<file path="src/rtl/kmh_pkg.sv">
// Shared types, sizes and codes of the k-way merge heap core.
`default_nettype none

package kmh_pkg;

  // Heap size, the index widths that follow from it, and the key, run and status widths.
  localparam int WAYS   = 8;
  localparam int IDX_W  = $clog2(WAYS);
  localparam int CNT_W  = $clog2(WAYS + 1);
  localparam int KID_W  = IDX_W + 2;
  localparam int KEY_W  = 64;
  localparam int RUN_W  = 3;
  localparam int STAT_W = 2;

  // Operation codes on the func field.
  localparam logic FUNC_INSERT = 1'b0;
  localparam logic FUNC_POP    = 1'b1;

  // Status codes of a result word.
  localparam logic [STAT_W-1:0] ST_OK    = 2'd0;
  localparam logic [STAT_W-1:0] ST_FULL  = 2'd1;
  localparam logic [STAT_W-1:0] ST_EMPTY = 2'd2;

  // One heap entry: the head key of a run and the run index.
  typedef struct packed {
    logic signed [KEY_W-1:0] key;
    logic [RUN_W-1:0]        run;
  } pair_t;

  // Write port of the heap memory.
  typedef struct packed {
    logic             en;
    logic [IDX_W-1:0] addr;
    pair_t            data;
  } ram_wr_t;

endpackage

`default_nettype wire

</file>
<file path="src/rtl/kway_merge_heap_core.sv">
// Top level of the k-way merge heap core: sequencer around heap memory and comparator.
//
// Input channel (in_valid/in_ready) takes one word: func, key, run, has_key.
// func insert pushes (key, run) into the min-heap; func pop optionally pushes
// the refill pair (has_key) and then removes the smallest pair.
// Output channel (out_valid/out_ready) returns one word per input word:
// min_key, min_run, valid_res, last and status.
// A rejected insert or a pop on an empty heap goes straight to the output
// step; a pop first reads the top and last entries and is decided there when
// the heap empties or the refill is the smallest. An insert sifts up, checking
// for the root and then comparing with the parent at each level; a pop sifts
// down, checking for a leaf, picking the smaller child and comparing with it at
// each level. The new pair moves at most log2(WAYS) levels. The single comparator,
// used once per cycle, and the registered read of the heap memory set these steps.
// in_ready is high only while the sequencer is idle, so one word is in work at a
// time, and a new word is taken only after the last result has left the sequencer.
// If the receiver stalls, the sequencer holds the finished result until the
// output register frees up, and no new word is taken meanwhile.
// Reset empties the heap (count to zero) and drops out_valid. The heap memory
// itself is not cleared; only entries below the count are used.
`default_nettype none

module kway_merge_heap_core (
  input  logic                              clk,
  input  logic                              rst,
  input  logic                              in_valid,
  output logic                              in_ready,
  input  logic                              func,
  input  logic signed [kmh_pkg::KEY_W-1:0]  key,
  input  logic [kmh_pkg::RUN_W-1:0]         run,
  input  logic                              has_key,
  output logic                              out_valid,
  input  logic                              out_ready,
  output logic signed [kmh_pkg::KEY_W-1:0]  min_key,
  output logic [kmh_pkg::RUN_W-1:0]         min_run,
  output logic                              valid_res,
  output logic                              last,
  output logic [kmh_pkg::STAT_W-1:0]        status
);
  import kmh_pkg::*;

  localparam logic [2:0] S_IDLE   = 3'd0;
  localparam logic [2:0] S_TOP    = 3'd1;
  localparam logic [2:0] S_SD_CHK = 3'd2;
  localparam logic [2:0] S_SD_KID = 3'd3;
  localparam logic [2:0] S_SD_MOV = 3'd4;
  localparam logic [2:0] S_UP_CHK = 3'd5;
  localparam logic [2:0] S_UP_CMP = 3'd6;
  localparam logic [2:0] S_OUT    = 3'd7;

  logic [2:0]        state, state_next;
  logic [CNT_W-1:0]  count, count_next;
  logic [IDX_W-1:0]  idx, idx_next;
  pair_t             mov, mov_next;
  pair_t             kid, kid_next;
  logic [IDX_W-1:0]  kid_idx, kid_idx_next;
  logic              refill, refill_next;

  pair_t             res_pair, res_pair_next;
  logic              res_valid, res_valid_next;
  logic              res_last, res_last_next;
  logic [STAT_W-1:0] res_status, res_status_next;

  ram_wr_t           wr;
  logic [IDX_W-1:0]  rd_addr_a, rd_addr_b;
  pair_t             rd_a, rd_b;
  pair_t             cmp_a, cmp_b;
  logic              cmp_less;

  pair_t             in_pair;
  logic              accept;
  logic              out_load;
  logic [KID_W-1:0]  left_pos, right_pos, cnt_ext;
  logic [IDX_W-1:0]  parent;
  logic [CNT_W-1:0]  count_dec;

  assign in_pair.key = key;
  assign in_pair.run = run;
  assign in_ready    = state == S_IDLE;
  assign accept      = in_valid && in_ready;
  assign out_load    = (state == S_OUT) && (!out_valid || out_ready);

  // Child and parent positions of the current hole.
  assign left_pos  = {1'b0, idx, 1'b1};
  assign right_pos = left_pos + KID_W'(1);
  assign cnt_ext   = KID_W'(count);
  assign parent    = IDX_W'((idx - IDX_W'(1)) >> 1);
  assign count_dec = count - CNT_W'(1);

  kmh_ram u_ram (
    .clk       (clk),
    .wr        (wr),
    .rd_addr_a (rd_addr_a),
    .rd_addr_b (rd_addr_b),
    .rd_data_a (rd_a),
    .rd_data_b (rd_b)
  );

  kmh_cmp u_cmp (
    .a    (cmp_a),
    .b    (cmp_b),
    .less (cmp_less)
  );

  // Operand selection for the shared comparator and read addresses per state.
  always_comb begin
    cmp_a     = mov;
    cmp_b     = rd_a;
    rd_addr_a = '0;
    rd_addr_b = IDX_W'(count_dec);
    case (state)
      S_SD_CHK: begin
        rd_addr_a = left_pos[IDX_W-1:0];
        rd_addr_b = right_pos[IDX_W-1:0];
      end
      S_SD_KID: begin
        cmp_a = rd_b;
        cmp_b = rd_a;
      end
      S_SD_MOV: begin
        cmp_a = kid;
        cmp_b = mov;
      end
      S_UP_CHK: begin
        rd_addr_a = parent;
      end
      default: begin
      end
    endcase
  end

  // Sequencer.
  always_comb begin
    state_next      = state;
    count_next      = count;
    idx_next        = idx;
    mov_next        = mov;
    kid_next        = kid;
    kid_idx_next    = kid_idx;
    refill_next     = refill;
    res_pair_next   = res_pair;
    res_valid_next  = res_valid;
    res_last_next   = res_last;
    res_status_next = res_status;
    wr              = '0;
    case (state)
      S_IDLE: begin
        if (accept) begin
          res_pair_next   = '0;
          res_valid_next  = 1'b0;
          res_last_next   = 1'b0;
          res_status_next = ST_OK;
          mov_next        = in_pair;
          refill_next     = has_key;
          if (func == FUNC_INSERT) begin
            if (count >= CNT_W'(WAYS)) begin
              res_status_next = ST_FULL;
              state_next      = S_OUT;
            end else begin
              idx_next   = IDX_W'(count);
              count_next = count + CNT_W'(1);
              state_next = S_UP_CHK;
            end
          end else if (count == '0) begin
            if (has_key) begin
              res_pair_next  = in_pair;
              res_valid_next = 1'b1;
              res_last_next  = 1'b1;
            end else begin
              res_status_next = ST_EMPTY;
            end
            state_next = S_OUT;
          end else begin
            state_next = S_TOP;
          end
        end
      end
      // Top entry and last entry are now on the read ports.
      S_TOP: begin
        res_valid_next = 1'b1;
        idx_next       = '0;
        if (refill) begin
          if (cmp_less) begin
            res_pair_next = mov;
            state_next    = S_OUT;
          end else begin
            res_pair_next = rd_a;
            state_next    = S_SD_CHK;
          end
        end else begin
          res_pair_next = rd_a;
          count_next    = count_dec;
          mov_next      = rd_b;
          if (count_dec == '0) begin
            res_last_next = 1'b1;
            state_next    = S_OUT;
          end else begin
            state_next = S_SD_CHK;
          end
        end
      end
      // Sift down: stop at a leaf, else fetch both children.
      S_SD_CHK: begin
        if (left_pos >= cnt_ext) begin
          wr.en      = 1'b1;
          wr.addr    = idx;
          wr.data    = mov;
          state_next = S_OUT;
        end else begin
          state_next = S_SD_KID;
        end
      end
      S_SD_KID: begin
        if ((right_pos < cnt_ext) && cmp_less) begin
          kid_next     = rd_b;
          kid_idx_next = right_pos[IDX_W-1:0];
        end else begin
          kid_next     = rd_a;
          kid_idx_next = left_pos[IDX_W-1:0];
        end
        state_next = S_SD_MOV;
      end
      S_SD_MOV: begin
        wr.en   = 1'b1;
        wr.addr = idx;
        if (cmp_less) begin
          wr.data    = kid;
          idx_next   = kid_idx;
          state_next = S_SD_CHK;
        end else begin
          wr.data    = mov;
          state_next = S_OUT;
        end
      end
      // Sift up: stop at the root, else fetch the parent.
      S_UP_CHK: begin
        if (idx == '0) begin
          wr.en      = 1'b1;
          wr.addr    = idx;
          wr.data    = mov;
          state_next = S_OUT;
        end else begin
          state_next = S_UP_CMP;
        end
      end
      S_UP_CMP: begin
        wr.en   = 1'b1;
        wr.addr = idx;
        if (cmp_less) begin
          wr.data    = rd_a;
          idx_next   = parent;
          state_next = S_UP_CHK;
        end else begin
          wr.data    = mov;
          state_next = S_OUT;
        end
      end
      S_OUT: begin
        if (out_load) begin
          state_next = S_IDLE;
        end
      end
      default: begin
        state_next = S_IDLE;
      end
    endcase
  end

  // Control registers.
  always_ff @(posedge clk) begin
    if (rst) begin
      state <= S_IDLE;
      count <= '0;
    end else begin
      state <= state_next;
      count <= count_next;
    end
  end

  // Work registers of the sequencer.
  always_ff @(posedge clk) begin
    idx        <= idx_next;
    mov        <= mov_next;
    kid        <= kid_next;
    kid_idx    <= kid_idx_next;
    refill     <= refill_next;
    res_pair   <= res_pair_next;
    res_valid  <= res_valid_next;
    res_last   <= res_last_next;
    res_status <= res_status_next;
  end

  // Output register.
  always_ff @(posedge clk) begin
    if (rst) begin
      out_valid <= 1'b0;
    end else if (out_load) begin
      out_valid <= 1'b1;
    end else if (out_ready) begin
      out_valid <= 1'b0;
    end
  end

  always_ff @(posedge clk) begin
    if (out_load) begin
      min_key   <= res_pair.key;
      min_run   <= res_pair.run;
      valid_res <= res_valid;
      last      <= res_last;
      status    <= res_status;
    end
  end

endmodule

`default_nettype wire

</file>
<file path="src/rtl/kmh_ram.sv">
// Heap storage: one write port and two read ports with registered read data.
`default_nettype none

module kmh_ram (
  input  logic                     clk,
  input  kmh_pkg::ram_wr_t         wr,
  input  logic [kmh_pkg::IDX_W-1:0] rd_addr_a,
  input  logic [kmh_pkg::IDX_W-1:0] rd_addr_b,
  output kmh_pkg::pair_t           rd_data_a,
  output kmh_pkg::pair_t           rd_data_b
);
  import kmh_pkg::*;

  pair_t mem [WAYS];

  // Write first in program order; reads return the contents before this edge.
  always_ff @(posedge clk) begin
    if (wr.en) begin
      mem[wr.addr] <= wr.data;
    end
    rd_data_a <= mem[rd_addr_a];
    rd_data_b <= mem[rd_addr_b];
  end

endmodule

`default_nettype wire

</file>
<file path="src/rtl/kmh_cmp.sv">
// Shared pair comparator: signed key first, lower run index wins a tie.
`default_nettype none

module kmh_cmp (
  input  kmh_pkg::pair_t a,
  input  kmh_pkg::pair_t b,
  output logic           less
);
  import kmh_pkg::*;

  logic key_lt;
  logic key_eq;

  // One signed key compare plus a key equality and a run compare for the tie break.
  assign key_lt = $signed(a.key) < $signed(b.key);
  assign key_eq = a.key == b.key;
  assign less   = key_lt || (key_eq && (a.run < b.run));

endmodule

`default_nettype wire

</file>
<file path="config.mk">
export PLATFORM = sky130hd
export DESIGN_NAME = kway_merge_heap_core
export DESIGN_NICKNAME = d
export VERILOG_FILES = /design/src/rtl/kmh_pkg.sv /design/src/rtl/kway_merge_heap_core.sv /design/src/rtl/kmh_ram.sv /design/src/rtl/kmh_cmp.sv
export SDC_FILE = /design/constraint.sdc
export NUM_CORES = 2
export LEC_CHECK = 0
export BUFFER_PORTS_ARGS = -buffer_cell sky130_fd_sc_hd__clkbuf_2
export CAP_MARGIN = 20
export CORE_ASPECT_RATIO = 1.2
export CORE_MARGIN = 4
export CORE_UTILIZATION = 41
export CTS_BUF_LIST = sky130_fd_sc_hd__clkbuf_16
export DETAILED_ROUTE_END_ITERATION = 8
export MAX_ROUTING_LAYER = met4
export PLACE_DENSITY = 0.64
export SETUP_SLACK_MARGIN = 0.02
export SYNTH_ARGS = -nofsm -noshare
export SYNTH_HDL_FRONTEND = slang
export SYNTH_SLANG_ARGS = --single-unit
</file>
<file path="constraint.sdc">
create_clock -name clk -period 18.4 [get_ports clk]
set_input_delay 0.92 -clock clk [delete_from_list [all_inputs] [get_ports clk]]
set_output_delay 0.92 -clock clk [all_outputs]
set_load 0.02 [all_outputs]
</file>
==> impl_results.md <==
* FF+latch area at 27440 um2
* Synth Instances at 4273
* Final min period at 7475 ps
* Setup_tns at 0 ps
* Worst hold path type: reg -> reg
* Num CTS Buffers at 90
* Util after Layout at 46.27%
* Initial Util at 41.50%
* CP arrival at 7890 ps
* Synth-to-Final Area Change at 11.51%
* Crit path capture type: flip-flop
* Clock root cell: clkbuf_16
* GPL Wtd Cong at 0.8930
* Layout cell share with drive strength beyond 1 at 8.761%
* CTS Hold Buffers Added at 0
* CTS H-tree lvls at 3
* Die Area at 113300 um2
* RSZ-0062 raised after global routing: false
* Post-DRT Antenna Nets at 0
* Post-Route WL at 136400 um
* Largest net degree at the start of global routing at 204
* Top post-synthesis cells by area: edfxtp_1, nand2_1, nand3_1
* # diodes at 0
* Post-CTS resize count at 0
* Clock Path Buffers at 3
* Final Setup Violations at 0
* Sequential share of the synthesized area at 61.96%
* DR pass1 iterations at 6
* Startpoint type of the worst setup path: flip-flop
* Final net count at 4423
* Synthesized area per cell at 10.36 um2
* Core Region at 106700 um2
* DRC viols at 0
* Vias in the first global route at 31860
* Vias at 33690
* CTS clk-pin slew, worst paths at 70 ps
* Synth area leader: edfxtp_1
* Initial antenna violation count at 0
* Die Height at 368 um
* Status: finished, final reports clean
* Multi-input logic area at 15850 um2
* Boundary Pins at 146
* Fillers at 9661
* Gr usage total at 24.04%
* Max Cap Violations at 0
* Fmax at 0.1338 GHz
* Final std cells w/o fill at 5745
* Std-Cell Rows at 131
* Final WS setup at 10930 ps
* Setup WS pre-CTS at 11060 ps
* Clock Skews at 23.63 ps
* Dominant synthesized flop cell: edfxtp_1
* DR iter-0 viols at 3992
* Clock Latency Late Sink at 680 ps
* Inst Count DP at 5576
* Vias per cell at 5.865
* Post-synthesis cell type count at 50
* PortBufs at 145
* Die X at 308 um
* Yosys warnings at 0
* Least-Margin Pin Slew at 1209 ps
* Max Transition Viols Final at 0
* Final worst-path cycle share at 40.62%
* Max-slew headroom at 19.42%
* Fin. Hold Viols at 0
* Post-synth EDFFs at 819
* Postcts setup bufs at 0
* Wire per inst at 23.74 um
* Synth top area share at 55.54%
* Gr ovfl total at 0
* CTS tree: built
* Post-detail-place hpwl at 77120 um
* Mapped Nets at 4424
* Clock Sinks at 961
* CP Data Required Time at 18810 ps
* Register bit total from synthesis at 961
* Critical path class: reg -> reg
* Crit path max fanout at 44
* First-pass GRT wire length at 201300 um
* Post-synth design cell area at 44280 um2
* Post-synth ARST share at 0%
==> final timing paths <==
kind              cells past startpoint  slack [ps]                    from                     to
setup / recovery                     16       10930   state[0]$_SDFFE_PP0P_      kid[30]$_DFFE_PN_
hold / removal                        0         420  res_pair[17]$_DFFE_PP_  min_key[14]$_DFFE_PP_
setup reg to reg                     16       10930   state[0]$_SDFFE_PP0P_      kid[30]$_DFFE_PN_
hold reg to reg                       0         420  res_pair[17]$_DFFE_PP_  min_key[14]$_DFFE_PP_
==> per-layer routing <==
metal	routed length (um)	share of wire (%)	track usage, %
met5	0	0	-
met4	5600	4.1	10.53
met3	13290	9.7	3.296
met2	62970	46	37.62
met1	54510	40	31.46
==> cell families (layout without fill, tap and decap cells) <==
family | Yosys count | in the layout | share of synthesized area (%)
xor gates and xnor gates | 9 | 9 | 0.1780
adders and majority gates | 78 | 78 | 2.204
buffers and inverters | 325 | 401 | 2.837
muxes | 202 | 202 | 4.756
AOI/OAI and AO/OA | 510 | 510 | 7.508
and+or+nand+nor | 2188 | 2188 | 20.56
DFF | 961 | 961 | 61.96
==> sequential cells by signal, summed over array words and instances, names as in the netlist, 3 cells and up <==
register / count
count: 4
idx: 3
kid: 67
kid_idx: 3
min_key: 64
min_run: 3
mov: 67
res_pair: 67
state: 3
u_ram.mem: 536
u_ram.rd_data_a: 67
u_ram.rd_data_b: 67
==> cell usage after synthesis (all sizes together), types with 2 or more instances <==
master / number
xnor2: 8
a21o: 10
buf: 51
nor2b: 4
o21ai: 163
a2bb2oi: 59
o22ai: 76
o211ai: 4
nor3b: 3
a2111oi: 2
nor4: 5
nand4: 15
o21a: 2
a22oi: 130
dfxtp: 142
mux2: 67
a22o: 2
and3: 4
nor3: 9
or4: 2
nor2: 87
ha: 78
mux2i: 135
edfxtp: 819
nand3: 614
a21oi: 45
nand2: 1439
inv: 25
a31o: 2
clkbuf: 249
a31oi: 2
a221oi: 3
or2: 2
a211oi: 5
==> area by class of cell <==
class                      count  area share (%)
clock inverter                74           1.267
clock buffer                  95           4.815
tap                         1396           3.538
timing repair buffer         207           2.529
sequential                   961           55.57
multi-input combinational   2987           32.09
inverter                      25          0.1901
==> worst max-delay path: stages (launching register included) <==
cell and delay, ps:
dfxtp_1 750, inv_1 310, nand3_4 480, buf_4 790
mux2i_1 290, ha_1 290, nand4_1 170, nor3_1 160
a21boi_1 170, or4_1 630, a221oi_2 450, a221oi_1 240
a31o_4 450, a2111oi_4 340, buf_4 550, buf_4 650
mux2_1 390
==> through the flow <==
step | area (um2) | hold WS (ps)
after floorplan | 44280 | 400.3
after global placement | 46340 | 400.4
after detailed placement | 46370 | 404.5
after CTS | 49370 | 416.6
after global routing | 49370 | 422.6
final | 49370 | 415.0
==> cell usage in the layout (no fill, tap or decap), types with 67 or more instances in the layout <==
cell          n
clkbuf_2    145
mux2_1       67
o22ai_1      76
mux2i_1     134
ha_1         78
a22oi_1     130
o21ai_0     159
nand2_1    1437
nand3_1     612
edfxtp_1    819
clkbuf_16    95
dfxtp_1     142
nor2_1       78
Power is left out: the tool's default activity adds up to more than one toggle a clock period on the data nets, which glitch-free logic cannot reach.
